### src/hdl/epcd_pkg.sv
// ----------------------------------------------------------------------------
// Echo pulse cliff detector package
// Shared types and constants: result record, phase codes, register indexes.
// ----------------------------------------------------------------------------
package epcd_pkg;

	// input operation codes
	localparam logic OP_START   = 1'b0;
	localparam logic OP_CAPTURE = 1'b1;

	// result kinds
	localparam logic KIND_TRIGGER = 1'b0;
	localparam logic KIND_MEASURE = 1'b1;

	// register indexes (byte address 4*i, index taken from paddr[2])
	localparam logic REG_LIMIT = 1'b0;
	localparam logic REG_TOP   = 1'b1;

	localparam int unsigned PADDR_W = 3;

	// field widths
	localparam int unsigned TICK_W  = 16;
	localparam int unsigned DIST_W  = 21;
	localparam int unsigned WRAP_W  = 33;

	// distance per tick in 0.001 cm
	localparam logic [DIST_W-1:0] TICKS_PER_UNIT = 21'd17;

	// cliff run length that raises the alarm
	localparam logic [1:0] RUN_ALARM = 2'd2;

	// register reset values
	localparam logic [DIST_W-1:0] LIMIT_RESET = 21'd20000;
	localparam logic [TICK_W-1:0] TOP_RESET   = 16'hFFFF;

	typedef enum logic [2:0] {
		PH_IDLE      = 3'b001,
		PH_WAIT_RISE = 3'b010,
		PH_WAIT_FALL = 3'b100
	} phase_t;

	typedef struct packed {
		logic              result_kind;
		logic [TICK_W-1:0] echo_ticks;
		logic [DIST_W-1:0] distance;
		logic              cliff_seen;
		logic              alarm;
	} res_t;

endpackage

### src/hdl/echo_pulse_cliff_detector_core.sv
// ----------------------------------------------------------------------------
// Echo pulse cliff detector core
// Times an ultrasonic echo pulse from two captured timer edges, converts the
// width to distance and raises an alarm on repeated cliff readings.
//
//   Channel   Direction  Handshake           Payload
//   apb       in/out     psel/penable/pready paddr, pwdata, prdata
//   in        in         in_valid/in_ready   op, capture_value
//   out       out        out_valid/out_ready result_kind, echo_ticks, distance,
//                                            cliff_seen, alarm
//
// One input item is taken per cycle while in_ready is high; a result goes to
// the output register. A two-entry output stage (result register plus skid
// register) keeps input transfers flowing while one result waits.
// in_ready drops only while the skid register is occupied. Reset clears the
// phase, the cliff run and both output slots and reloads the config registers.
// ----------------------------------------------------------------------------
module echo_pulse_cliff_detector_core
	import epcd_pkg::*;
#(
	parameter int unsigned COUNT_BITS = 16
) (
	input  logic                 clk,
	input  logic                 arst_n,
	// configuration port
	input  logic                 psel,
	input  logic                 penable,
	input  logic                 pwrite,
	input  logic [PADDR_W-1:0]   paddr,
	input  logic [31:0]          pwdata,
	output logic [31:0]          prdata,
	output logic                 pready,
	// input items
	input  logic                 in_valid,
	output logic                 in_ready,
	input  logic                 op,
	input  logic [TICK_W-1:0]    capture_value,
	// result items
	output logic                 out_valid,
	input  logic                 out_ready,
	output logic                 result_kind,
	output logic [TICK_W-1:0]    echo_ticks,
	output logic [DIST_W-1:0]    distance,
	output logic                 cliff_seen,
	output logic                 alarm
);

	// low COUNT_BITS bits of a capture, and the timer modulus mask
	localparam logic [TICK_W-1:0] CAP_MASK = (COUNT_BITS >= TICK_W) ? {TICK_W{1'b1}} :
		TICK_W'((33'd1 << COUNT_BITS) - 33'd1);
	localparam logic [WRAP_W-1:0] CNT_MASK = (33'd1 << COUNT_BITS) - 33'd1;

	logic [DIST_W-1:0] limit_q;
	logic [TICK_W-1:0] top_q;
	phase_t            phase_q;
	logic [TICK_W-1:0] rise_q;
	logic [1:0]        run_q;

	logic              out_valid_q;
	res_t              out_q;
	logic              skid_valid_q;
	res_t              skid_q;

	logic              cfg_wr;
	logic              accept;
	logic              pop;
	logic              has_res;
	logic [TICK_W-1:0] cap_m;
	logic [WRAP_W-1:0] wrap_sum;
	logic [WRAP_W-1:0] wrap_m;
	logic [TICK_W-1:0] width;
	logic [DIST_W-1:0] dist_calc;
	logic              cliff;
	logic [1:0]        run_next;
	phase_t            phase_next;
	res_t              res;

	// configuration access
	assign pready = 1'b1;
	assign cfg_wr = psel & penable & pwrite & pready;

	always_comb begin
		case (paddr[2])
			REG_LIMIT: prdata = {11'd0, limit_q};
			REG_TOP:   prdata = {16'd0, top_q};
			default:   prdata = 32'd0;
		endcase
	end

	always_ff @(posedge clk or negedge arst_n) begin
		if (!arst_n) begin
			limit_q <= LIMIT_RESET;
			top_q   <= TOP_RESET;
		end else if (cfg_wr) begin
			case (paddr[2])
				REG_LIMIT: limit_q <= pwdata[DIST_W-1:0];
				REG_TOP:   top_q   <= pwdata[TICK_W-1:0];
				default:   limit_q <= limit_q;
			endcase
		end
	end

	// handshake
	assign in_ready = ~skid_valid_q;
	assign accept   = in_valid & in_ready;
	assign pop      = out_valid_q & out_ready;

	// pulse width, wrapping over the timer period when the falling count is lower
	assign cap_m    = capture_value & CAP_MASK;
	assign wrap_sum = WRAP_W'(top_q) + WRAP_W'(1) + WRAP_W'(cap_m) - WRAP_W'(rise_q);
	assign wrap_m   = wrap_sum & CNT_MASK;

	always_comb begin
		if (cap_m >= rise_q) begin
			width = cap_m - rise_q;
		end else if (wrap_m > WRAP_W'({TICK_W{1'b1}})) begin
			width = {TICK_W{1'b1}};
		end else begin
			width = wrap_m[TICK_W-1:0];
		end
	end

	// distance and cliff decision
	assign dist_calc = DIST_W'(width) * TICKS_PER_UNIT;
	assign cliff     = (dist_calc >= limit_q) | (width == '0);

	always_comb begin
		if (!cliff) begin
			run_next = 2'd0;
		end else if (run_q < RUN_ALARM) begin
			run_next = run_q + 2'd1;
		end else begin
			run_next = run_q;
		end
	end

	// phase sequencing and result selection
	always_comb begin
		phase_next = phase_q;
		has_res    = 1'b0;
		res        = '0;
		case (phase_q)
			PH_IDLE: begin
				if (op == OP_START) begin
					phase_next      = PH_WAIT_RISE;
					has_res         = 1'b1;
					res.result_kind = KIND_TRIGGER;
				end
			end
			PH_WAIT_RISE: begin
				if (op == OP_CAPTURE) begin
					phase_next = PH_WAIT_FALL;
				end
			end
			PH_WAIT_FALL: begin
				if (op == OP_CAPTURE) begin
					phase_next      = PH_IDLE;
					has_res         = 1'b1;
					res.result_kind = KIND_MEASURE;
					res.echo_ticks  = width;
					res.distance    = dist_calc;
					res.cliff_seen  = cliff;
					res.alarm       = cliff & (run_next >= RUN_ALARM);
				end
			end
			default: begin
				phase_next = PH_IDLE;
			end
		endcase
	end

	// advance the measurement state on each input transfer
	always_ff @(posedge clk or negedge arst_n) begin
		if (!arst_n) begin
			phase_q <= PH_IDLE;
			rise_q  <= '0;
			run_q   <= 2'd0;
		end else if (accept) begin
			phase_q <= phase_next;
			if (phase_q == PH_WAIT_RISE && op == OP_CAPTURE) begin
				rise_q <= cap_m;
			end
			if (phase_q == PH_WAIT_FALL && op == OP_CAPTURE) begin
				run_q <= run_next;
			end
		end
	end

	// output register with skid slot
	always_ff @(posedge clk or negedge arst_n) begin
		if (!arst_n) begin
			out_valid_q  <= 1'b0;
			skid_valid_q <= 1'b0;
		end else if (skid_valid_q) begin
			if (pop) begin
				out_valid_q  <= 1'b1;
				skid_valid_q <= 1'b0;
			end
		end else if (accept && has_res) begin
			if (!out_valid_q || pop) begin
				out_valid_q <= 1'b1;
			end else begin
				skid_valid_q <= 1'b1;
			end
		end else if (pop) begin
			out_valid_q <= 1'b0;
		end
	end

	// payload of the two slots, no reset needed
	always_ff @(posedge clk) begin
		if (skid_valid_q) begin
			if (pop) begin
				out_q <= skid_q;
			end
		end else if (accept && has_res) begin
			if (!out_valid_q || pop) begin
				out_q <= res;
			end else begin
				skid_q <= res;
			end
		end
	end

	assign out_valid   = out_valid_q;
	assign result_kind = out_q.result_kind;
	assign echo_ticks  = out_q.echo_ticks;
	assign distance    = out_q.distance;
	assign cliff_seen  = out_q.cliff_seen;
	assign alarm       = out_q.alarm;

`ifndef ASSERT_OFF
	// skid slot is only filled behind a full result register
	a_skid_order: assert property (@(posedge clk) disable iff (!arst_n)
		skid_valid_q |-> out_valid_q)
		else $error("skid slot holds a result while the result register is empty");

	// alarm only on a measured cliff reading
	a_alarm_cliff: assert property (@(posedge clk) disable iff (!arst_n)
		(out_valid_q && out_q.alarm) |->
		(out_q.cliff_seen && out_q.result_kind == KIND_MEASURE))
		else $error("alarm raised without a measured cliff reading");

	// trigger results carry no measurement
	a_trigger_zero: assert property (@(posedge clk) disable iff (!arst_n)
		(out_valid_q && out_q.result_kind == KIND_TRIGGER) |->
		(out_q.echo_ticks == '0 && out_q.distance == '0 && !out_q.cliff_seen && !out_q.alarm))
		else $error("trigger result carries measurement fields");

	// cliff run saturates at the alarm count
	a_run_sat: assert property (@(posedge clk) disable iff (!arst_n)
		run_q <= RUN_ALARM)
		else $error("cliff run exceeded its saturation value");

	// a start transfer in idle arms the block
	a_start_arms: assert property (@(posedge clk) disable iff (!arst_n)
		(accept && op == OP_START && phase_q == PH_IDLE) |=> (phase_q == PH_WAIT_RISE))
		else $error("start transfer in idle did not arm the block");
`endif

endmodule
### config.mk
export PLATFORM = sky130hd
export DESIGN_NAME = echo_pulse_cliff_detector_core
export DESIGN_NICKNAME = d
export VERILOG_FILES = /design/src/hdl/epcd_pkg.sv /design/src/hdl/echo_pulse_cliff_detector_core.sv
export SDC_FILE = /design/constraint.sdc
export NUM_CORES = 1
export LEC_CHECK = 0
export ABC_AREA = 1
export BUFFER_PORTS_ARGS = -buffer_cell sky130_fd_sc_hd__buf_4
export CORE_MARGIN = 3
export CORE_UTILIZATION = 35
export CTS_CLUSTER_DIAMETER = 40
export DETAILED_ROUTE_END_ITERATION = 12
export PLACE_DENSITY_LB_ADDON = 0.1
export SLEW_MARGIN = 20
export SYNTH_ARGS = -nofsm -noshare
export SYNTH_HDL_FRONTEND = slang
export SYNTH_SLANG_ARGS = --single-unit
### constraint.sdc
create_clock -name clk -period 10.4 [get_ports clk]
set_clock_uncertainty 0.2 [all_clocks]
set_input_delay 2.08 -clock clk [delete_from_list [all_inputs] [get_ports clk]]
set_output_delay 2.08 -clock clk [all_outputs]
set_load 0.01 [all_outputs]
==> out/metrics.csv <==
metric,value,unit
fin_cells,1748,
synthTopCellsByArea,"edfxtp_1 22%, nand2_1 16%, ha_1 10%",
final_cell_mix,"414 x nand2_1, 247 x inv_1, 114 x buf_4, 83 x nor2_1, 80 x o21ai_0",
diodes,0,
syn2layout_area_growth,17.9,%
ctsHoldBuffers,0,
cp_max_fo,18,
post-route-drc-count,0,
grt_max_degree,61,
dp.cells,1715,
regArea,3690,sq um
synth_edf_count,72,
synthMuxAreaShare,0,%
r2r_start,top_q[5],
drv_slew,0,
wl_per_cell,15.1,um
crit_end,alarm,
met1_length,13000,um
synth_xor_area_share,1.73,%
vias_per_cell,4.64,
routed-via-count,8118,
worst_pin_slew,1.00,ns
outcome,"complete, no violations",
final_nets,1549,
grt_pass1_wl,42000,um
gp_congestion,0.888,
initial_utilization,35.6,%
timing_worst_setup_path_type,primary input to register,
synth.yosys.seq_area_share,38.3,%
cts_resized,0,
track_usage,18.3,%
clk_path_buf_depth,2,
synthArstFlopShare,45.5,%
post_cts_buffers,0,
finalCritPeriodShare,74.8,%
num_rows,60,
grt-ovfl-total,0,
cts.clk_slew.worst_paths,0.07,ns
grt_pass1_vias,7832,
cp.required,10.38,ns
drtPass1Iterations,5,
power_leakage,5.85,nW
synth_top_family_by_area,simple AND/OR/NAND/NOR gates,
htree_levels,4,
fin_tns_setup,0,ns
fin_crit,7.78,ns
setup_viol,0,
cpMaxStageDelayCell,fa_1,
fmax,128,MHz
dieArea,29500,sq um
die_x,172,um
synth_area,9630,sq um
ctsRootBufferMaster,clkbuf_16,
multi_input_area,4820,sq um
synth_cells,1291,
syn_avg_cell_area,7.46,sq um
cp-end-kind,register,
r2r_end,alarm,
numPortBuffers,108,
wl_met2,11900,um
ys_types,44,
drtIter0Drc,489,
drive_above_1_share,13.6,%
synth-seq-cells,132,
antenna_found_initial,0,
synth-simple-area-share,26.6,%
ant_nets,0,
cts_tree,done,
yosysTopAreaCell,edfxtp_1,
synth_top_area_share,22.5,%
crit_path_frequent_cell,nand2_1,
final_common_cell,nand2_1,
ff2ff_path_depth,35,
coreArea,27000,sq um
drt-total-wl,26400,um
final_core_util,42.0,%
yosysWarnings,0,
final_hold_viol_count,0,
hp-class,register to register,
die_y,172,um
slowest_delay,0.45,ns
rsz0062_at_grt,false,
synth_flop_cell,edfxtp_1,
hpwl,20500,um
drv_cap,0,
synth_compound_area_share,7.34,%
slew_headroom,33.0,%
powerDensity,223,nW/um^2
ios,134,
highest_layer,met4,
arrival,7.77,ns
crit_path_start,capture_value[0],
clock_latency,0.43,ns
cts.sink_count,132,
fillCellCount,2880,
cts_buffers,17,
r2r_slack,3.87,ns
vdd_drop_max,0.115,mV
route.met3.wl,1120,um
cp-start-kind,primary input,
synth_adder_area_share,13.8,%
critical path, delay by kind of cell:
kind | cells | cell delay [ns]
adder cells (fa/ha/maj) | 5 | 1.55
AND/OR/NAND/NOR | 18 | 2.13
buffers and inverters | 9 | 0.84
AO/OA/AOI/OAI | 6 | 1.16
routing by layer:
layer	GRT usage [%]	up-vias
met5	0	-
met4	4.51	0
met3	2.83	21
met2	29.4	164
met1	26.1	3704
li1	-	4229
registers in the layout, indices dropped and copies added (netlist names):
name	flops
skid_q	36
out_valid	1
cliff_seen	1
top_q	16
limit_q	21
phase_q	3
result_kind	1
alarm	1
run_q	2
distance	17
skid_valid_q	1
rise_q	16
echo_ticks	16
power breakdown:
part	internal [mW]	switching [mW]
combinational	0.461	0.849
clock	0.341	0.275
sequential	0.586	0.0178
total	1.39	1.14
cell usage after synthesis (all sizes together) (2+ instances only):
| master | count |
|---|---|
| conb | 2 |
| a21oi | 47 |
| dfrtp | 38 |
| nand4 | 16 |
| fa | 17 |
| nand3b | 6 |
| nor2 | 86 |
| nor3 | 11 |
| xnor2 | 8 |
| ha | 79 |
| nand2 | 423 |
| o21ai | 81 |
| and2 | 4 |
| buf | 19 |
| dfstp | 22 |
| inv | 250 |
| edfxtp | 72 |
| nand3 | 67 |
| clkbuf | 22 |
| xor2 | 11 |
final cells by class:
type                            instances  area share [%]
Multi-Input combinational cell        877            42.5
Sequential cell                       132            32.5
Tap cell                              341            3.76
Inverter                              251            8.30
Timing Repair Buffer                  115            7.78
Clock buffer                           17            3.75
Clock inverter                         15            1.43
worst min path at each step:
stage | cells after the start | slack [ns] | to | from
global route | 2 | 0.30 | limit_q[6] | limit_q[6]
detailed placement | 2 | 0.27 | run_q[1] | run_q[1]
finish | 2 | 0.28 | run_q[1] | run_q[1]
CTS | 2 | 0.29 | run_q[1] | run_q[1]
global placement | 2 | 0.27 | limit_q[7] | limit_q[7]
floorplan | 2 | 0.25 | run_q[1] | run_q[1]
kinds of logic after synthesis:
logic type	count (synthesis)
compound gates	134
xor+xnor	19
fa+ha+maj	96
buf+inv	292
flops	132
other cells	2
simple gates	616
metrics by stage:
step	hold slack (ns)	cell area (sq um)	setup slack [ns]	power, mW
finish	0.283	11400	2.62	2.53
CTS	0.289	11300	2.69	2.55
global placement	0.269	10700	2.27	1.91
global route	0.304	11400	2.01	2.77
floorplan	0.249	9670	3.25	1.52
detailed placement	0.270	10700	2.25	1.91
No activity file was read; power rests on OpenSTA's default activity.
